### config.mk
export PLATFORM = sky130hd
export DESIGN_NAME = epoch_undo_log_buffer_unit_flat
export DESIGN_NICKNAME = d
export VERILOG_FILES = /design/src/design/eulb_pkg.sv /design/src/design/eulb_req_if.sv /design/src/design/eulb_rsp_if.sv /design/src/design/eulb_mem.sv /design/src/design/eulb_rsp_reg.sv /design/src/design/epoch_undo_log_buffer_unit.sv /design/src/flat_wrapper.sv
export SDC_FILE = /design/constraint.sdc
export NUM_CORES = 2
export LEC_CHECK = 0
export BUFFER_PORTS_ARGS = -buffer_cell sky130_fd_sc_hd__buf_2
export CAP_MARGIN = 20
export CELL_PAD_IN_SITES_DETAIL_PLACEMENT = 1
export CELL_PAD_IN_SITES_GLOBAL_PLACEMENT = 1
export CORE_ASPECT_RATIO = 0.6
export CORE_MARGIN = 2
export CORE_UTILIZATION = 33
export DETAILED_ROUTE_END_ITERATION = 10
export GPL_TIMING_DRIVEN = 0
export PLACE_DENSITY = 0.62
export SETUP_SLACK_MARGIN = 0.15
export SLEW_MARGIN = 20
export SYNTH_ARGS = -nofsm -noshare
export SYNTH_HDL_FRONTEND = slang
export SYNTH_SLANG_ARGS = --single-unit
### constraint.sdc
create_clock -name clk -period 32.2 [get_ports clk]
set_clock_uncertainty 0.15 [all_clocks]
set_input_delay 1.61 -clock clk [delete_from_list [all_inputs] [get_ports clk]]
set_output_delay 1.61 -clock clk [all_outputs]
set_load 0.005 [all_outputs]
### src/design/eulb_pkg.sv
// Package for the epoch undo log buffer: command codes, item layouts,
// stored record layout and sequencer states. No dependencies.
package eulb_pkg;

  localparam int DEFAULT_DEPTH = 32;
  localparam int TAG_W         = 48;
  localparam int EPOCH_W       = 32;

  typedef enum logic [1:0] {
    CMD_INSERT    = 2'd0,
    CMD_DRAIN_OLD = 2'd1,
    CMD_DRAIN_ALL = 2'd2
  } cmd_e;

  typedef struct packed {
    logic [1:0]         cmd;
    logic [TAG_W-1:0]   block_tag;
    logic [EPOCH_W-1:0] block_epoch;
    logic [EPOCH_W-1:0] system_epoch;
    logic [EPOCH_W-1:0] persisted_epoch;
  } req_t;

  typedef struct packed {
    logic               entry_valid;
    logic [TAG_W-1:0]   out_tag;
    logic [EPOCH_W-1:0] out_from_epoch;
    logic [EPOCH_W-1:0] out_till_epoch;
    logic               insert_accepted;
    logic               last;
  } rsp_t;

  typedef struct packed {
    logic [TAG_W-1:0]   tag;
    logic [EPOCH_W-1:0] from_epoch;
    logic [EPOCH_W-1:0] till_epoch;
  } rec_t;

  typedef enum logic [1:0] {
    ST_IDLE,
    ST_READ,
    ST_EVAL,
    ST_FINISH
  } state_e;

endpackage

### src/design/eulb_req_if.sv
// Command channel of the epoch undo log buffer.
// Depends on eulb_pkg for the item layout.
interface eulb_req_if;
  import eulb_pkg::*;

  logic valid;
  logic ready;
  req_t data;

  modport source (output valid, output data, input ready);
  modport sink (input valid, input data, output ready);
endinterface

### src/design/eulb_rsp_if.sv
// Result channel of the epoch undo log buffer.
// Depends on eulb_pkg for the item layout.
interface eulb_rsp_if;
  import eulb_pkg::*;

  logic valid;
  logic ready;
  rsp_t data;

  modport source (output valid, output data, input ready);
  modport sink (input valid, input data, output ready);
endinterface

### src/design/eulb_mem.sv
// Record store of the epoch undo log buffer: one write port and one read
// port with registered read data. Depends on eulb_pkg for the record layout.
module eulb_mem #(
  parameter int DEPTH = eulb_pkg::DEFAULT_DEPTH,
  parameter int AW    = $clog2(DEPTH)
) (
  input  logic           clk,
  input  logic           we,
  input  logic [AW-1:0]  waddr,
  input  eulb_pkg::rec_t wdata,
  input  logic           re,
  input  logic [AW-1:0]  raddr,
  output eulb_pkg::rec_t rdata
);
  import eulb_pkg::*;

  rec_t mem [DEPTH];

  always_ff @(posedge clk) begin
    if (we) begin
      mem[waddr] <= wdata;
    end
  end

  // Read data holds while no read is issued, so the sequencer may stall on it.
  always_ff @(posedge clk) begin
    if (re) begin
      rdata <= mem[raddr];
    end
  end
endmodule

### src/design/eulb_rsp_reg.sv
// Output register of the epoch undo log buffer: holds one result item until
// the receiver takes it. Depends on eulb_pkg and eulb_rsp_if.
module eulb_rsp_reg (
  input  logic           clk,
  input  logic           rst,
  input  logic           push,
  input  eulb_pkg::rsp_t push_data,
  output logic           free,
  eulb_rsp_if.source     rsp
);
  import eulb_pkg::*;

  logic occupied;
  rsp_t held;

  assign free      = !occupied || rsp.ready;
  assign rsp.valid = occupied;
  assign rsp.data  = held;

  always_ff @(posedge clk) begin
    if (rst) begin
      occupied <= 1'b0;
    end else if (push) begin
      occupied <= 1'b1;
    end else if (rsp.ready) begin
      occupied <= 1'b0;
    end
  end

  always_ff @(posedge clk) begin
    if (push) begin
      held <= push_data;
    end
  end

  `ifndef SYNTH
  a_push_when_free: assert property (@(posedge clk) disable iff (rst)
    push |-> free) else $error("result pushed over an untaken item");
  a_hold_stalled: assert property (@(posedge clk) disable iff (rst)
    occupied && !rsp.ready |=> occupied && $stable(held))
    else $error("stalled result lost");
  a_reset_empty: assert property (@(posedge clk)
    rst |=> !occupied) else $error("result register not empty after reset");
  `endif
endmodule

### src/design/epoch_undo_log_buffer_unit.sv
// Top level of the epoch undo log buffer: sequencer over the record store.
// Depends on eulb_pkg, eulb_req_if, eulb_rsp_if, eulb_mem and eulb_rsp_reg.
//
// Usage: commands arrive on req (valid/ready), results leave on rsp.
// Insert appends a record at the tail and answers with one item whose
// insert_accepted tells whether it was stored (a full buffer rejects it).
// Drain-old emits, oldest first, every record whose from-epoch is at most
// persisted_epoch and compacts the survivors in place; drain-all emits all
// records and empties the buffer. The final item of each command has last
// set; a drain with nothing to emit gives a single empty item with last.
// Timing: an insert or unused code is handled when taken; its item appears
// the next cycle. A drain walks the stored records through the single read
// port, reading each record, then evaluating it and writing it back, then
// closing in a finish step; emits wait while the result register is full.
// A new command is taken only once the previous one is finished.
// Reset empties the buffer at once; the record store needs no clearing.
// When the receiver stalls, the walk pauses on the record it holds and
// resumes when the result register frees; nothing is lost or repeated.
module epoch_undo_log_buffer_unit #(
  parameter int BUFFER_DEPTH = eulb_pkg::DEFAULT_DEPTH
) (
  input logic        clk,
  input logic        rst,
  eulb_req_if.sink   req,
  eulb_rsp_if.source rsp
);
  import eulb_pkg::*;

  localparam int AW = (BUFFER_DEPTH > 1) ? $clog2(BUFFER_DEPTH) : 1;
  localparam int CW = $clog2(BUFFER_DEPTH + 1);
  localparam logic [CW-1:0] DEPTH_C = CW'(BUFFER_DEPTH);

  state_e             state, state_next;
  logic [CW-1:0]      count, count_next;
  logic [CW-1:0]      idx, idx_next;
  logic [CW-1:0]      keep, keep_next;
  logic               drain_all, drain_all_next;
  logic [EPOCH_W-1:0] thresh, thresh_next;
  logic               pend_valid, pend_valid_next;
  rec_t               pend, pend_next;

  logic          we, re, free, push, emit, req_fire;
  logic [AW-1:0] waddr;
  rec_t          wdata, rdata;
  rsp_t          push_data;

  eulb_mem #(.DEPTH(BUFFER_DEPTH), .AW(AW)) u_mem (
    .clk   (clk),
    .we    (we),
    .waddr (waddr),
    .wdata (wdata),
    .re    (re),
    .raddr (idx[AW-1:0]),
    .rdata (rdata)
  );

  eulb_rsp_reg u_rsp (
    .clk       (clk),
    .rst       (rst),
    .push      (push),
    .push_data (push_data),
    .free      (free),
    .rsp       (rsp)
  );

  assign req.ready = (state == ST_IDLE) && free;
  assign req_fire  = req.valid && req.ready;
  assign emit      = drain_all || (rdata.from_epoch <= thresh);

  always_ff @(posedge clk) begin
    if (rst) begin
      state      <= ST_IDLE;
      count      <= '0;
      pend_valid <= 1'b0;
    end else begin
      state      <= state_next;
      count      <= count_next;
      pend_valid <= pend_valid_next;
    end
  end

  always_ff @(posedge clk) begin
    idx       <= idx_next;
    keep      <= keep_next;
    drain_all <= drain_all_next;
    thresh    <= thresh_next;
    pend      <= pend_next;
  end

  always_comb begin
    state_next      = state;
    count_next      = count;
    idx_next        = idx;
    keep_next       = keep;
    drain_all_next  = drain_all;
    thresh_next     = thresh;
    pend_valid_next = pend_valid;
    pend_next       = pend;
    we              = 1'b0;
    waddr           = keep[AW-1:0];
    wdata           = rdata;
    re              = 1'b0;
    push            = 1'b0;
    push_data       = '0;

    unique case (state)
      ST_IDLE: begin
        if (req_fire) begin
          unique case (req.data.cmd)
            CMD_INSERT: begin
              push           = 1'b1;
              push_data.last = 1'b1;
              if (count < DEPTH_C) begin
                we                        = 1'b1;
                waddr                     = count[AW-1:0];
                wdata.tag                 = req.data.block_tag;
                wdata.from_epoch          = req.data.block_epoch;
                wdata.till_epoch          = req.data.system_epoch;
                count_next                = count + 1'b1;
                push_data.insert_accepted = 1'b1;
              end
            end
            CMD_DRAIN_OLD, CMD_DRAIN_ALL: begin
              drain_all_next  = (req.data.cmd == CMD_DRAIN_ALL);
              thresh_next     = req.data.persisted_epoch;
              idx_next        = '0;
              keep_next       = '0;
              pend_valid_next = 1'b0;
              state_next      = (count == '0) ? ST_FINISH : ST_READ;
            end
            default: begin
              push           = 1'b1;
              push_data.last = 1'b1;
            end
          endcase
        end
      end
      ST_READ: begin
        re         = 1'b1;
        state_next = ST_EVAL;
      end
      ST_EVAL: begin
        // An emitted record waits as pending until we know whether it is the
        // final one, so the previous pending record goes out now without last.
        if (!(emit && pend_valid && !free)) begin
          if (emit) begin
            if (pend_valid) begin
              push                     = 1'b1;
              push_data.entry_valid    = 1'b1;
              push_data.out_tag        = pend.tag;
              push_data.out_from_epoch = pend.from_epoch;
              push_data.out_till_epoch = pend.till_epoch;
            end
            pend_next       = rdata;
            pend_valid_next = 1'b1;
          end else begin
            we        = 1'b1;
            keep_next = keep + 1'b1;
          end
          idx_next   = idx + 1'b1;
          state_next = (idx + 1'b1 == count) ? ST_FINISH : ST_READ;
        end
      end
      ST_FINISH: begin
        if (free) begin
          push           = 1'b1;
          push_data.last = 1'b1;
          if (pend_valid) begin
            push_data.entry_valid    = 1'b1;
            push_data.out_tag        = pend.tag;
            push_data.out_from_epoch = pend.from_epoch;
            push_data.out_till_epoch = pend.till_epoch;
          end
          pend_valid_next = 1'b0;
          count_next      = keep;
          state_next      = ST_IDLE;
        end
      end
      default: begin
        state_next = ST_IDLE;
      end
    endcase
  end

  `ifndef SYNTH
  a_count_bound: assert property (@(posedge clk) disable iff (rst)
    count <= DEPTH_C) else $error("record count beyond buffer depth");
  a_insert_grows: assert property (@(posedge clk) disable iff (rst)
    req_fire && req.data.cmd == CMD_INSERT && count < DEPTH_C
    |=> count == $past(count) + 1'b1) else $error("insert did not store");
  a_keep_behind: assert property (@(posedge clk) disable iff (rst)
    state == ST_EVAL |-> keep <= idx && idx < count)
    else $error("compaction overtook the walk");
  a_count_still_in_walk: assert property (@(posedge clk) disable iff (rst)
    (state == ST_READ || state == ST_EVAL) |=> $stable(count))
    else $error("count changed during a drain walk");
  `endif
endmodule
### src/flat_wrapper.sv
// flat-port wrapper written by rule: the top's interface ports become plain ports
module epoch_undo_log_buffer_unit_flat import eulb_pkg::*;
#(
  parameter int BUFFER_DEPTH = eulb_pkg::DEFAULT_DEPTH
)
  (clk, rst, req_valid, req_data, req_ready, rsp_valid, rsp_data, rsp_ready);
  eulb_req_if req_i ();
  eulb_rsp_if rsp_i ();
  input logic clk;
  input logic rst;
  input wire logic [$bits(req_i.valid)-1:0] req_valid;
  input wire logic [$bits(req_i.data)-1:0] req_data;
  output wire logic [$bits(req_i.ready)-1:0] req_ready;
  output wire logic [$bits(rsp_i.valid)-1:0] rsp_valid;
  output wire logic [$bits(rsp_i.data)-1:0] rsp_data;
  input wire logic [$bits(rsp_i.ready)-1:0] rsp_ready;
  assign req_i.valid = req_valid;
  assign req_i.data = req_data;
  assign req_ready = req_i.ready;
  assign rsp_valid = rsp_i.valid;
  assign rsp_data = rsp_i.data;
  assign rsp_i.ready = rsp_ready;
  epoch_undo_log_buffer_unit #(.BUFFER_DEPTH(BUFFER_DEPTH)) u_core (.clk(clk), .rst(rst), .req(req_i), .rsp(rsp_i));
endmodule
==> summary.md <==
| Metric | Value |
|---|---|
| Status | finished clean |
| First-pass DRT Iterations | 7 |
| Delay-heaviest family, CP | simple AND/OR/NAND/NOR gates |
| Unrepaired setup endpoints after global routing | no |
| Met1 usage | between 20 and 30% |
| Switching power | 3980 uW |
| CTS tree | done |
| Setup crit end kind | flop |
| # port buffers | around 270 |
| Clk buf depth | 4 |
| First-pass GRT wire length | 619 mm |
| CTS Hold Bufs | 0 |
| Final Instance Area | 181000 sq um |
| Post-CTS Setup Inserts | 0 |
| CP endpoint | u_core.u_mem.mem[10][66] |
| Total vias in the final route | around 73000 |
| Slowest cell on crit path | nor2_4 |
| Arrival time worst endpoint | 6300 ps |
| Mux share of post-synthesis cell area | 17.5% |
| Fin crit share | between 10% and 20% |
| Share of flip-flops with an asynchronous set or reset | 0% |
| Largest family of logic cells by synthesized area | multiplexers |
| Horiz. Die Dim | 878 um |
| Detail Placement HPWL | roughly 300 mm |
| Clock power frac | about 33% |
| DP Area | roughly 170000 sq um |
| Pwr Total | between 10000 and 15000 uW |
| Nets@finish | ~7500 |
| Pin count of the biggest net entering global routing | 34 |
| Most frequent CP cell | buf_12 |
| Die Ht | between 500 and 600 um |
| Cell-internal power | a little over 10000 uW |
| # DRC | 0 |
| Synth Instances | roughly 6300 |
| Vias/cell | ~5.3 |
| Sequential share of power | between 40% and 50% |
| Headroom to the max-slew limit | roughly 20% |
| FP Rows | about 190 |
| Final hold viol count | 0 |
| Worst setup SP type | flop |
| Synth top area cells | edfxtp_1 (79%), mux4_2 (17%), nand2_1 (0.88%) |
| Crit. path cell count | 11 |
| Sw Ratio | 27.8% |
| Origin of the worst setup path | u_core.u_mem.rdata[63] |
| Mean post-synth cell area | approximately 24 sq um |
| Max Transition Viols Final | 0 |
| Maxcap violations | 0 |
| Final Wtd Congestion | about 0.75 |
| Overflow after GRT | 0 |
| Drt wl/cell | approximately 33 um |
| Starting Density | between 30% and 40% |
| Drt initial violations | between 9000 and 10000 |
| Fraction of layout cells with a size suffix above 1 | approximately a third |
| Synth unique cells | 48 |
| Peak Freq | 171 MHz |
| Min Tclk post-route | 5860 ps |
| Synth Area in Compound Gates | 0.285% |
| Worst Hold Class | flop to flop |
| Vias in the first global route | 75621 |
| I/O Pins | around 270 |
| H-tree levels | 5 |
| Worst path max stage delay | approximately 800 ps |
| Worst R2R Path Depth | 11 |
| Sequential area share after synthesis | 78.9% |
| Number of warnings issued by yosys | 0 |
| Yosys top cell area share | between 70% and 80% |
| Post-route ant nets | 0 |
| Post-Synth XOR/XNOR Area | 0.0869% |
| Post-Route WL | ~450 mm |
| R2R Setup Slk | around 26000 ps |
| Slew of the pin with the lowest slew margin | roughly 1200 ps |
| Crit path cell chain | ha_1 -> nand4_1 -> nor4_2 -> nor3b_1 -> o31ai_2 -> and2_1 -> o41a_1 -> nor2_4 -> buf_12 -> buf_12 -> buf_12 |
| Comb pwr share | 21.2% |
| TritonCTS buffer count | 392 |
| #FFs+latches synth | just under 4000 |
| Worst VDD drop | around 0.000048 V |
| Post-cts sizing count | 0 |
| Main synth FF type | edfxtp_1 |
| Worst path bufs/invs | 3 |
| Crit Path Class | flop to flop |
| Sink Count | around 4000 |
| Cell area after synthesis | around 150000 sq um |
| Number of synthesized flops with an enable pin | 3968 |
| Clk slew on worst S/H paths | around 60 ps |
| Simple-Gate Fraction of Synth Area | 1.72% |
| Die Area | ~460000 sq um |
| Worst reg2reg endpoint | u_core.u_mem.mem[10][66] |
| Clk root buf | clkbuf_16 |
| Global routing met2 resource utilization | between 20% and 30% |
| GRT Total Usage | about a fifth |
| R2r startpoint | u_core.u_mem.rdata[63] |
| P&R area growth vs syn | 19.7% |
| CP Max Fanout | 15 |
| Synthesized net count | ~6500 |
| Final setup violation count | 0 |
| P per Cell Area | slightly below 80 nW/um^2 |
| Worst-Skew Late Latency | about 950 ps |
| CP required | about 33000 ps |
| Initial antenna violation count | 30 |
| Cell taking the most area after synthesis | edfxtp_1 |
| Core area | roughly 460000 sq um |
| Met3 usage | under 10% |
| Top Usage Layer GRT | met2 |
| Leakage | 0.0569 uW |
| Adder-Cell Fraction of Synth Area | 0.348% |
==> sequential cells by signal, indices dropped and copies added, names as in the netlist <==
name / flops
u_core.drain_all: 1
u_core.keep: 6
u_core.u_mem.rdata: 112
u_core.count: 6
u_core.thresh: 32
u_core.pend_valid: 1
u_core.idx: 6
u_core.u_mem.mem: 3584
u_core.state: 2
u_core.u_rsp.rsp.valid: 1
u_core.pend: 112
u_core.u_rsp.rsp.data: 115
==> power by group through the flow <==
stage          Clock (uW)  Sequential (uW)  Combinational, uW
2_1_floorplan           0             6690               1730
3_3_place_gp            0             6870               2780
3_5_place_dp            0             6710               3030
4_1_cts              4740             6610               3040
5_1_grt              4910             6610               3210
6_report             4670             6600               3040
==> Yosys cell counts, types with 10 or more instances <==
master,n
and2_1,122
edfxtp_1,3968
buf_6,22
ha_1,42
buf_2,94
mux2_2,112
clkbuf_1,160
mux4_2,1120
a21oi_1,21
inv_1,40
dfxtp_1,10
o21ai_0,11
nand2_1,353
nand3_1,14
nand4_1,11
nor2_1,51
buf_1,38
==> cell families after synthesis <==
kind of cell,after synthesis
flip-flops,3978
multiplexers,1237
AND/OR/NAND/NOR,579
buffers and inverters,355
AO/OA/AOI/OAI,63
adder cells (fa/ha/maj),42
XOR/XNOR,15
==> how the worst min path moves through the flow <==
stage          depth (start not counted)               to  slack, ps              startpoint
3_3_place_gp                           0  u_core.pend[32]        290  u_core.u_mem.rdata[32]
6_report                               0  u_core.pend[89]        300  u_core.u_mem.rdata[89]
3_5_place_dp                           0  u_core.pend[67]        290  u_core.u_mem.rdata[67]
2_1_floorplan                          0   u_core.pend[0]        280   u_core.u_mem.rdata[0]
5_1_grt                                0  u_core.pend[73]        310  u_core.u_mem.rdata[73]
4_1_cts                                0  u_core.pend[67]        300  u_core.u_mem.rdata[67]
==> cells in the final DEF (no fill, tap or decap), drive strengths merged, types with 2 or more instances in the layout <==
cell and instances:
edfxtp 3968, a22oi 4, mux4 1120, a22o 5, nor4 3, xor2 6
nand4 11, nor3 5, o32a 3, dfxtp 10, clkbuf 642, nor3b 2
diode 27, inv 48, nand3 14, a21oi 21, nor2b 7, o31ai 2
a211oi 3, clkinvlp 11, or3 2, ha 42, nand2 353, or4b 2
a21o 3, a221oi 3, o21ai 11, mux2 112, xnor2 9, buf 755
nor2 51, and2 122, mux2i 5, bufinv 50, clkinv 160, and3 5
==> layout make-up <==
class / count / area (sq um)
Antenna cell: 27 / 67.6
Buffer: 315 / 1540
Clock buffer: 482 / 10400
Clock inverter: 229 / 2450
Fill cell: 42773 / 275000
Inverter: 40 / 150
Multi-Input combinational cell: 1936 / 30600
Sequential cell: 3978 / 119000
Tap cell: 6111 / 7650
Timing Repair Buffer: 600 / 8860
==> through the flow <==
stage,setup TNS (ps),std cells,util (%),setup slack (ps),hold slack [ps]
finish,0,13718,39.7,26340,299
global route,0,13700,39.7,26300,309
CTS,0,13681,39.6,26420,300
detailed placement,0,12970,36.8,25630,287
global placement,-980820,12645,35.1,-8570,287
floorplan,0,6269,-,21050,276
==> metal layers <==
layer  vias up  routed length (um)
met5         -                  34
met4         6               16500
met3       607               36100
met2      3547              209000
met1     40372              187000
li1      28739                   -
Power figures use the tool's default switching activity.
